`src/hw/rtl/pdm_pkg.sv`:
```
package pdm_pkg;

  // Event kinds carried on the input tuser
  localparam logic CMD_CAPTURE  = 1'b0;
  localparam logic CMD_OVERFLOW = 1'b1;

  localparam int unsigned CNT_FIELD_W = 32;
  localparam int unsigned DUTY_W      = 7;

  // Divider sizes: the duty numerator is pulse*100 + period/2, which fits in 40 bits
  localparam int unsigned DIV_W     = 40;
  localparam int unsigned DIV_CNT_W = $clog2(DIV_W + 1);

  // Output tdata layout, lowest bit first
  localparam int unsigned OUT_DATA_W = 5 * CNT_FIELD_W + DUTY_W + 1;

  localparam logic [CNT_FIELD_W-1:0] CLOCK_RESET = 32'd1000000;

  typedef enum logic [1:0] {
    ST_IDLE,
    ST_FREQ,
    ST_DUTY,
    ST_OUT
  } pdm_state_e;

  typedef struct packed {
    logic                   start;
    logic [DIV_W-1:0]       dividend;
    logic [CNT_FIELD_W-1:0] divisor;
  } div_req_t;

  typedef struct packed {
    logic             busy;
    logic             done;
    logic [DIV_W-1:0] quotient;
  } div_rsp_t;

endpackage

```
`src/hw/rtl/pwm_period_duty_meter_core.sv`:
```
// Channel   | Direction | Signals                  | Contents
// s_axis    | in        | tvalid tready tdata tuser | period, pulse; tuser = event kind
// m_axis    | out       | tvalid tready tdata tuser | state snapshot; tuser = accepted
// cfg       | in        | valid ready data         | capture counter clock in hertz
//
// A valid capture is accepted, runs two 40-step divisions on the shared
// bit-serial divider (frequency, then duty), then the handoff and output.
// Overflow events and rejected captures skip the divider and go to the handoff.
// Reset clears all measurement state and loads the counter clock with 1 MHz.
// The result sits in an output register; a stalled output holds the sequencer
// before the handoff, so the next input is only accepted after the handoff.
module pwm_period_duty_meter_core
  import pdm_pkg::*;
(
  input  logic                   clk_i,
  input  logic                   rst_ni,
  // cfg
  input  logic                   cfg_valid_i,
  output logic                   cfg_ready_o,
  input  logic [CNT_FIELD_W-1:0] cfg_data_i,
  // input stream
  input  logic                   s_axis_tvalid,
  output logic                   s_axis_tready,
  // [31:0] period_count, [63:32] pulse_count
  input  logic [63:0]            s_axis_tdata,
  // [0] cmd
  input  logic                   s_axis_tuser,
  // output stream
  output logic                   m_axis_tvalid,
  input  logic                   m_axis_tready,
  // [31:0] period_out, [63:32] pulse_out, [95:64] frequency, [102:96] duty,
  // [134:103] edges_seen, [166:135] overflows_seen, [167] detected
  output logic [OUT_DATA_W-1:0]  m_axis_tdata,
  // [0] accepted
  output logic                   m_axis_tuser
);

  pdm_state_e state_q, state_d;

  logic [CNT_FIELD_W-1:0] counter_clock_q;
  logic [CNT_FIELD_W-1:0] period_q, pulse_q, freq_q, edges_q, ovfs_q;
  logic [DUTY_W-1:0]      duty_q;
  logic                   detected_q;
  logic                   acc_q;

  logic [CNT_FIELD_W-1:0] op_period_q, op_pulse_q, freq_res_q;
  logic [DIV_W-1:0]       num_q;

  logic                   out_valid_q;
  logic [OUT_DATA_W-1:0]  out_data_q;
  logic                   out_user_q;

  logic [CNT_FIELD_W-1:0] in_period, in_pulse;
  logic                   in_fire, cap_ok, out_free;

  div_req_t div_req;
  div_rsp_t div_rsp;

  assign in_period = s_axis_tdata[CNT_FIELD_W-1:0];
  assign in_pulse  = s_axis_tdata[2*CNT_FIELD_W-1:CNT_FIELD_W];
  assign in_fire   = s_axis_tvalid && s_axis_tready;
  assign cap_ok    = (in_period != '0) && (in_pulse <= in_period);
  assign out_free  = !out_valid_q || m_axis_tready;

  pdm_div u_div (
    .clk_i  (clk_i),
    .rst_ni (rst_ni),
    .req_i  (div_req),
    .rsp_o  (div_rsp)
  );

  // Sequencer: frequency then duty division if valid capture, then handoff
  always_comb begin
    state_d          = state_q;
    s_axis_tready    = 1'b0;
    div_req.start    = 1'b0;
    div_req.dividend = {{(DIV_W-CNT_FIELD_W){1'b0}}, counter_clock_q};
    div_req.divisor  = in_period;
    case (state_q)
      ST_IDLE: begin
        s_axis_tready = 1'b1;
        if (s_axis_tvalid) begin
          if (s_axis_tuser == CMD_CAPTURE && cap_ok) begin
            div_req.start = 1'b1;
            state_d       = ST_FREQ;
          end else begin
            state_d = ST_OUT;
          end
        end
      end
      ST_FREQ: begin
        if (div_rsp.done) begin
          div_req.start    = 1'b1;
          div_req.dividend = num_q;
          div_req.divisor  = op_period_q;
          state_d          = ST_DUTY;
        end
      end
      ST_DUTY: begin
        if (div_rsp.done) begin
          state_d = ST_OUT;
        end
      end
      ST_OUT: begin
        if (out_free) begin
          state_d = ST_IDLE;
        end
      end
      default: state_d = ST_IDLE;
    endcase
  end

  always_ff @(posedge clk_i or negedge rst_ni) begin
    if (!rst_ni) begin
      state_q <= ST_IDLE;
    end else begin
      state_q <= state_d;
    end
  end

  // Configuration register, written only while idle and no input is offered
  assign cfg_ready_o = (state_q == ST_IDLE) && !s_axis_tvalid;

  always_ff @(posedge clk_i or negedge rst_ni) begin
    if (!rst_ni) begin
      counter_clock_q <= CLOCK_RESET;
    end else if (cfg_valid_i && cfg_ready_o) begin
      counter_clock_q <= cfg_data_i;
    end
  end

  // Measurement state: overflow on accept, capture commit at duty done
  always_ff @(posedge clk_i or negedge rst_ni) begin
    if (!rst_ni) begin
      period_q   <= '0;
      pulse_q    <= '0;
      freq_q     <= '0;
      duty_q     <= '0;
      edges_q    <= '0;
      ovfs_q     <= '0;
      detected_q <= 1'b0;
      acc_q      <= 1'b0;
    end else begin
      if (state_q == ST_IDLE && in_fire) begin
        acc_q <= 1'b0;
        if (s_axis_tuser == CMD_OVERFLOW) begin
          ovfs_q     <= ovfs_q + 1'b1;
          detected_q <= 1'b0;
          freq_q     <= '0;
          duty_q     <= '0;
        end
      end
      if (state_q == ST_DUTY && div_rsp.done) begin
        period_q   <= op_period_q;
        pulse_q    <= op_pulse_q;
        freq_q     <= freq_res_q;
        duty_q     <= div_rsp.quotient[DUTY_W-1:0];
        edges_q    <= edges_q + 1'b1;
        detected_q <= 1'b1;
        acc_q      <= 1'b1;
      end
    end
  end

  // Operands of the running capture and the duty numerator
  always_ff @(posedge clk_i) begin
    if (state_q == ST_IDLE && in_fire) begin
      op_period_q <= in_period;
      op_pulse_q  <= in_pulse;
    end
    // pulse*100 + period/2 as shifted adds
    num_q <= {2'b00, op_pulse_q, 6'b0} + {3'b000, op_pulse_q, 5'b0}
           + {6'b0, op_pulse_q, 2'b00} + {9'b0, op_period_q[CNT_FIELD_W-1:1]};
    if (state_q == ST_FREQ && div_rsp.done) begin
      freq_res_q <= div_rsp.quotient[CNT_FIELD_W-1:0];
    end
  end

  // Output register: load the snapshot, drop valid once taken
  always_ff @(posedge clk_i or negedge rst_ni) begin
    if (!rst_ni) begin
      out_valid_q <= 1'b0;
    end else if (state_q == ST_OUT && out_free) begin
      out_valid_q <= 1'b1;
    end else if (m_axis_tready) begin
      out_valid_q <= 1'b0;
    end
  end

  always_ff @(posedge clk_i) begin
    if (state_q == ST_OUT && out_free) begin
      out_data_q <= {detected_q, ovfs_q, edges_q, duty_q, freq_q, pulse_q, period_q};
      out_user_q <= acc_q;
    end
  end

  assign m_axis_tvalid = out_valid_q;
  assign m_axis_tdata  = out_data_q;
  assign m_axis_tuser  = out_user_q;

  a_duty_range: assert property (@(posedge clk_i) disable iff (!rst_ni)
    state_q == ST_DUTY && div_rsp.done |-> div_rsp.quotient <= DIV_W'(100))
    else $error("duty quotient above 100 percent");

  a_nonzero_divisor: assert property (@(posedge clk_i) disable iff (!rst_ni)
    state_q == ST_FREQ || state_q == ST_DUTY |-> op_period_q != '0)
    else $error("division by a zero period");

  a_accept_detects: assert property (@(posedge clk_i) disable iff (!rst_ni)
    m_axis_tvalid && m_axis_tuser |-> m_axis_tdata[OUT_DATA_W-1])
    else $error("accepted capture without detected flag");

  a_div_in_wait: assert property (@(posedge clk_i) disable iff (!rst_ni)
    div_rsp.busy |-> state_q == ST_FREQ || state_q == ST_DUTY)
    else $error("divider running outside a division state");

endmodule

```
`src/hw/rtl/pdm_div.sv`:
```
module pdm_div
  import pdm_pkg::*;
(
  input  logic     clk_i,
  input  logic     rst_ni,
  input  div_req_t req_i,
  output div_rsp_t rsp_o
);

  logic [CNT_FIELD_W-1:0] rem_q, rem_d;
  logic [DIV_W-1:0]       quo_q, quo_d;
  logic [CNT_FIELD_W-1:0] dvs_q;
  logic [DIV_CNT_W-1:0]   cnt_q, cnt_d;
  logic                   busy_q, busy_d;
  logic                   done_q, done_d;

  logic [CNT_FIELD_W:0]   shifted;
  logic [CNT_FIELD_W+1:0] diff;
  logic                   ge;

  // One restoring step: shift in the next dividend bit, trial subtract
  assign shifted = {rem_q, quo_q[DIV_W-1]};
  assign diff    = {1'b0, shifted} - {2'b00, dvs_q};
  assign ge      = ~diff[CNT_FIELD_W+1];

  always_comb begin
    rem_d  = rem_q;
    quo_d  = quo_q;
    cnt_d  = cnt_q;
    busy_d = busy_q;
    done_d = 1'b0;
    if (req_i.start) begin
      rem_d  = '0;
      quo_d  = req_i.dividend;
      cnt_d  = DIV_CNT_W'(DIV_W);
      busy_d = 1'b1;
    end else if (busy_q) begin
      rem_d = ge ? diff[CNT_FIELD_W-1:0] : shifted[CNT_FIELD_W-1:0];
      quo_d = {quo_q[DIV_W-2:0], ge};
      cnt_d = cnt_q - 1'b1;
      if (cnt_q == DIV_CNT_W'(1)) begin
        busy_d = 1'b0;
        done_d = 1'b1;
      end
    end
  end

  // Hold control state under reset
  always_ff @(posedge clk_i or negedge rst_ni) begin
    if (!rst_ni) begin
      cnt_q  <= '0;
      busy_q <= 1'b0;
      done_q <= 1'b0;
    end else begin
      cnt_q  <= cnt_d;
      busy_q <= busy_d;
      done_q <= done_d;
    end
  end

  // Operand and partial result registers
  always_ff @(posedge clk_i) begin
    rem_q <= rem_d;
    quo_q <= quo_d;
    if (req_i.start) begin
      dvs_q <= req_i.divisor;
    end
  end

  assign rsp_o.busy     = busy_q;
  assign rsp_o.done     = done_q;
  assign rsp_o.quotient = quo_q;

  a_done_after_busy: assert property (@(posedge clk_i) disable iff (!rst_ni)
    done_q |-> $past(busy_q))
    else $error("divider finished without running");

  a_no_restart_busy: assert property (@(posedge clk_i) disable iff (!rst_ni)
    busy_q |-> !req_i.start)
    else $error("divider started while busy");

  a_remainder_bound: assert property (@(posedge clk_i) disable iff (!rst_ni)
    busy_q && (dvs_q != '0) |-> rem_q < dvs_q)
    else $error("partial remainder reached the divisor");

endmodule
```
`config.mk`:
```
export PLATFORM = sky130hd
export DESIGN_NAME = pwm_period_duty_meter_core
export DESIGN_NICKNAME = d
export VERILOG_FILES = /design/src/hw/rtl/pdm_pkg.sv /design/src/hw/rtl/pwm_period_duty_meter_core.sv /design/src/hw/rtl/pdm_div.sv
export SDC_FILE = /design/constraint.sdc
export NUM_CORES = 1
export LEC_CHECK = 0
export BUFFER_PORTS_ARGS = -buffer_cell sky130_fd_sc_hd__buf_2
export CORE_AREA = 2 2 285 174
export CTS_CLUSTER_DIAMETER = 150
export DETAILED_ROUTE_END_ITERATION = 8
export DIE_AREA = 0 0 287 176
export GPL_TIMING_DRIVEN = 0
export PLACE_DENSITY = 0.79
export SYNTH_ARGS = -nofsm -noshare
export SYNTH_HDL_FRONTEND = slang
export SYNTH_HIERARCHICAL = 1
export SYNTH_SLANG_ARGS = --single-unit
```
`constraint.sdc`:
```
create_clock -name clk_i -period 5.9 [get_ports clk_i]
set_input_delay 1.18 -clock clk_i [delete_from_list [all_inputs] [get_ports clk_i]]
set_output_delay 1.18 -clock clk_i [all_outputs]
set_load 0.005 [all_outputs]
```
### Yosys cells after proc, flatten, opt, wreduce, memory -nomap -nowiden

Index checks and enable logic that the tools add are counted.

| storage, ports and cells | value |
|---|---|
| bits of input ports | 102 |
| word-level logic and storage cells | 98 |
| flip-flop bits (word level) | 621 |

| operators by class | value |
|---|---|
| eq/ne operators | 8 |
| reductions and logical operators | 21 |
| add/subtract/negate cells | 7 |
| muxes and demuxes | 36 |
| magnitude comparators | 1 |
| bitwise logic cells | 2 |

Operator list:

| kind | number |
|---|---|
| $mux 32 | 4 |
| $mux 40 | 2 |
| $mux 73 | 1 |
| $mux 72 | 1 |
| $add 32x1->32 const B | 2 |
| $add 39x34->40 | 1 |
| $add 40x31->40 | 1 |
| $add 38x37->39 | 1 |
| $sub 33x32->34 | 1 |
| $le 32x32->1 | 1 |
| $reduce_bool 32->1 | 1 |
| $mux 7 | 3 |
| $mux 1 | 16 |
| $mux 6 | 2 |
| $mux 2 | 5 |
| $logic_and 1x1->1 | 9 |
| $pmux 2 s4 | 1 |
| $reduce_bool 2->1 | 4 |
| $eq 6x1->1 const B | 1 |
| $sub 6x1->6 const B | 1 |
| $eq 2x2->1 const B | 2 |
| $ne 2x1->1 const B | 2 |
| $ne 2x2->1 const B | 2 |
| $reduce_and 2->1 | 2 |
| 7 further kinds | 9 |

### Logic depth before layout (Yosys ltp)

| depth | value |
|---|---|
| depth after elaboration | 7 |
| depth in mapped cells | 16 |

### By module

The synthesis kept the hierarchy.

Modules (own cells, without submodules):

| module | cells each | sequential area each (sq um) | instances | area each (sq um) |
|---|---|---|---|---|
| pwm_period_duty_meter_core | 1668 | 13872.1 | 1 | 21690.8 |
| pdm_div | 613 | 3002.9 | 1 | 6281.0 |

### Worst setup path before layout

OpenSTA, ideal clock, no wires.

| timing | value |
|---|---|
| path type | input to register |
| from | input port m_axis_tready |
| to | register out_data_q[0] (netlist: m_axis_tdata[0]), enable pin |
| stages on the path | 3 |
| arrival time | 5.134 ns |
| path buffers | 0 |
| path slack | 0.217 ns |
| setup time | 0.549 ns |
| cell sequence | inv_1 > nand2_1 > and2_1 |

| between the ends | value |
|---|---|
| word-level cells in the longest chain between the ends | 2 |

Ends and longest elaborated chain:

| item | line | RTL |
|---|---|---|
| start: declaration | pwm_period_duty_meter_core.sv:30 | `input logic m_axis_tready,` |
| $logic_or 1x1->1 | pwm_period_duty_meter_core.sv:63 | `assign out_free = !out_valid_q \|\| m_axis_tready;` |
| $logic_and 1x1->1 | pwm_period_duty_meter_core.sv:191 | `if (state_q == ST_OUT && out_free) begin` |
| end signal: assignment | pwm_period_duty_meter_core.sv:192 | `out_data_q <= {detected_q, ovfs_q, edges_q, duty_q, freq_q, pulse_q, period_q};` |
| end: declaration | pwm_period_duty_meter_core.sv:50 | `logic [OUT_DATA_W-1:0] out_data_q;` |

Every way passes these cells.
A chain may end at the register's enable or synchronous reset.

==> results.md <==
- The aggregate global routing overflow is 0.
- After synthesis the cells add up to 27960 um^2.
- The detail route stage leaves a number of antenna-violating nets equal to 0.
- The number of fill cells is 3437.
- The floorplan step set the die height to 176 um.
- The final count of negative-setup-slack endpoints is 0.
- Routability-driven placement finished with a final weighted congestion of 0.9322.
- For the pin with the worst max-slew slack, the measured transition is 1022 ps.
- The kind of end point of the critical path is a flop.
- The count of unresolved DRC violations after routing is 0.
- The total power draw is 0.008560 W.
- For the final database, setup skew stands at 19.89 ps.
- The H-tree generated during clock tree synthesis spans 2 levels.
- The mean number of vias per cell is 5.795.
- The number of vias in the routed layout is 19.18k.
- The critical path data arrival time is 6090 ps.
- The number of buffers added on ports is 273.
- The worst IR drop on VDD is 0.2489 mV.
- The max-capacitance violation count is 0.
- The relative area change from synthesis to final layout is 15.36%.
- The average routed wire per standard cell is 22.44 um.
- The final critical path takes up 95.80% of the cycle.
- Dividing total power by cell area gives a power density of 265.4 nW/um^2.
- After detailed routing, the total wire length is 74260 um.
- The clock period minus final worst setup slack is 5652 ps.
- The run finished with clean final reports.
- The number of nets handed over by synthesis was 2560.
- The sort of element at the start of the critical path is a flop.
- The floorplan step defined a die boundary enclosing 50510 um^2.
- The first-pass GRT wire length is 112600 um.
- The sink count of the clock tree is 621.
- Entering global routing, the biggest net connects 113 pins.
- The die span in x is 287 um.
- The HPWL after detailed placement is 55630 um.
- In this run the worst path has a maximum fanout of 33.
- TritonCTS built the clock tree.
- The root cell of the clock tree is sky130_fd_sc_hd__clkbuf_16.
- The clock-pin slew reported for the worst setup and hold paths after clock tree synthesis is 60 ps.
- The number of clock buffers inserted by TritonCTS is 56.
- The number of global-route vias before repair is 19.16k.
- After routing the design area is 32260 um^2.
- Summing all placed instances gives a cell area of 30280 um^2.
- Global routing used 29.68% of the available tracks across all layers.
- The count of standard-cell rows is 62.
- The first routing iteration left 1877 violations.
- The pre-antenna-repair detailed-routing pass consisted of 5 iterations.
- The hold violation count in the final report is 0.
- The final max-slew violation count is 0.
- Summed over all cells, the static leakage comes to 14.22 nW.
- The number of cells produced by synthesis is 2280.
- The net count of the finished layout is 2896.
- The number of hold buffers added after CTS was 0.
- The worst-skew pair later-pin latency is 620 ps.
- The maximum buffer depth of the clock tree is 3.
- Cells with a size suffix above 1 make up 19.23% of the layout.
- The type of the worst min-delay path is reg -> reg.
- The category of the most critical setup path is reg -> reg.
- The fmax is 176.9 MHz.
- The number of buffers inserted by post-CTS setup repair is 0.
- The mean post-synth cell area is 12.27 um^2.
- The initial antenna violation count came to 7.
- Measured against its own limit, the worst slew margin works out to 31.63%.
- The initial utilization of the core area, before any placement, comes to 58.71%.
- The area inside the core boundary is 47630 um^2.
- The critical path required time is 6340 ps.
- The number of top-level pins is 274.
- The total number of yosys warnings is 6.
- Setup repair after global routing left no endpoint under its margin.
-- sequential cells by signal (all words and copies together) (netlist names), 32 cells and up --
signal           count
u_div/quo_q         40
ovfs_q              32
counter_clock_q     32
op_period_q         32
edges_q             32
op_pulse_q          32
pulse_q             32
period_q            32
m_axis_tdata       168
u_div/dvs_q         32
freq_q              32
num_q               40
freq_res_q          32
u_div/rem_q         32
-- worst paths after layout --
check / start / end / slack [ps] / cells past startpoint
min in group asynchronous: rst_ni / edges_q[12]$_DFFE_PN0P_ / 600 / 1
worst max-delay path: state_q[1]$_DFFE_PN0P_ / u_div/rem_q[4]$_SDFFE_PP0P_ / 250 / 12
worst min-delay path: u_div/quo_q[14]$_DFFE_PP_ / freq_res_q[14]$_DFFE_PP_ / 450 / 0
max in group asynchronous: rst_ni / pulse_q[23]$_DFFE_PN0P_ / 4160 / 2
worst min register to register: u_div/quo_q[14]$_DFFE_PP_ / freq_res_q[14]$_DFFE_PP_ / 450 / 0
worst max register to register: state_q[1]$_DFFE_PN0P_ / u_div/rem_q[4]$_SDFFE_PP0P_ / 250 / 12
-- stage by stage --
stage | TNS, ps | hold slack [ps] | utilization, % | setup WS (ps) | std cells
global route | 0 | 450.9 | 67.72 | 72.09 | 3307
global placement | -421610 | 433.8 | 63.26 | -2165 | 3193
floorplan | 0 | 369.6 | - | 216.6 | 2280
finish | 0 | 445.4 | 67.73 | 248.1 | 3309
detailed placement | -113430 | 432.0 | 63.57 | -1395 | 3198
CTS | 0 | 437.4 | 67.68 | 137.2 | 3303
-- power breakdown --
| part | switching (W) | internal (W) |
|---|---|---|
| combinational | 0.000110 | 0.0000672 |
| clock | 0.00164 | 0.00219 |
| sequential | 0.00000470 | 0.00455 |
| total | 0.00175 | 0.00681 |
-- worst max-delay path, cell delays in order (launching register included) --
cell and delay, ps:
sky130_fd_sc_hd__dfrtp_1 420, sky130_fd_sc_hd__inv_1 100, sky130_fd_sc_hd__ha_1 400, sky130_fd_sc_hd__and2_1 190, sky130_fd_sc_hd__clkbuf_1 410, sky130_fd_sc_hd__clkbuf_1 730, sky130_fd_sc_hd__clkbuf_2 480, sky130_fd_sc_hd__buf_12 270
sky130_fd_sc_hd__a21o_4 460, sky130_fd_sc_hd__clkbuf_1 510, sky130_fd_sc_hd__clkbuf_1 760, sky130_fd_sc_hd__clkbuf_1 540, sky130_fd_sc_hd__a311oi_1 130
-- area by class of cell --
type / instances / area (um^2) / area share [%]
antenna: 6 / 15.01 / 0.04654
buffer: 74 / 294.0 / 0.9115
clock buffer: 77 / 1572 / 4.872
clock inverter: 28 / 376.6 / 1.167
inverter: 200 / 755.7 / 2.343
multi-input combinational: 1385 / 10060 / 31.20
sequential: 621 / 16870 / 52.31
tap: 640 / 800.8 / 2.482
timing repair buffer: 278 / 1506 / 4.670
-- what timing repair did --
action	4_1_cts	5_1_grt
endpoints found under the hold margin	0	0
endpoints found under the setup margin	102	50
pin swaps	0	0
resized for setup	3	2
-- metal layers --
metal  GRT usage (%)  part of all wire, %
met3           8.656                   11
met2           43.23                   43
met5               0                0.018
met1           42.62                   43
met4           10.85                  3.8
-- cells in the final DEF (no fill, tap or decap), types with 28 or more instances in the layout --
master and instances:
sky130_fd_sc_hd__ha_1 122, sky130_fd_sc_hd__mux2_2 105, sky130_fd_sc_hd__xnor2_1 88, sky130_fd_sc_hd__clkbuf_16 57, sky130_fd_sc_hd__o21ai_0 159, sky130_fd_sc_hd__inv_1 198
sky130_fd_sc_hd__clkbuf_1 75, sky130_fd_sc_hd__xor2_1 30, sky130_fd_sc_hd__edfxtp_1 337, sky130_fd_sc_hd__buf_2 272, sky130_fd_sc_hd__nand3_1 42, sky130_fd_sc_hd__dfrtp_1 205
sky130_fd_sc_hd__fa_1 56, sky130_fd_sc_hd__nand2_1 315, sky130_fd_sc_hd__a21o_1 28, sky130_fd_sc_hd__dfxtp_1 72, sky130_fd_sc_hd__nor2_1 90, sky130_fd_sc_hd__a21oi_1 72
sky130_fd_sc_hd__nand4_1 30
No activity file was read; power rests on OpenSTA's default activity.
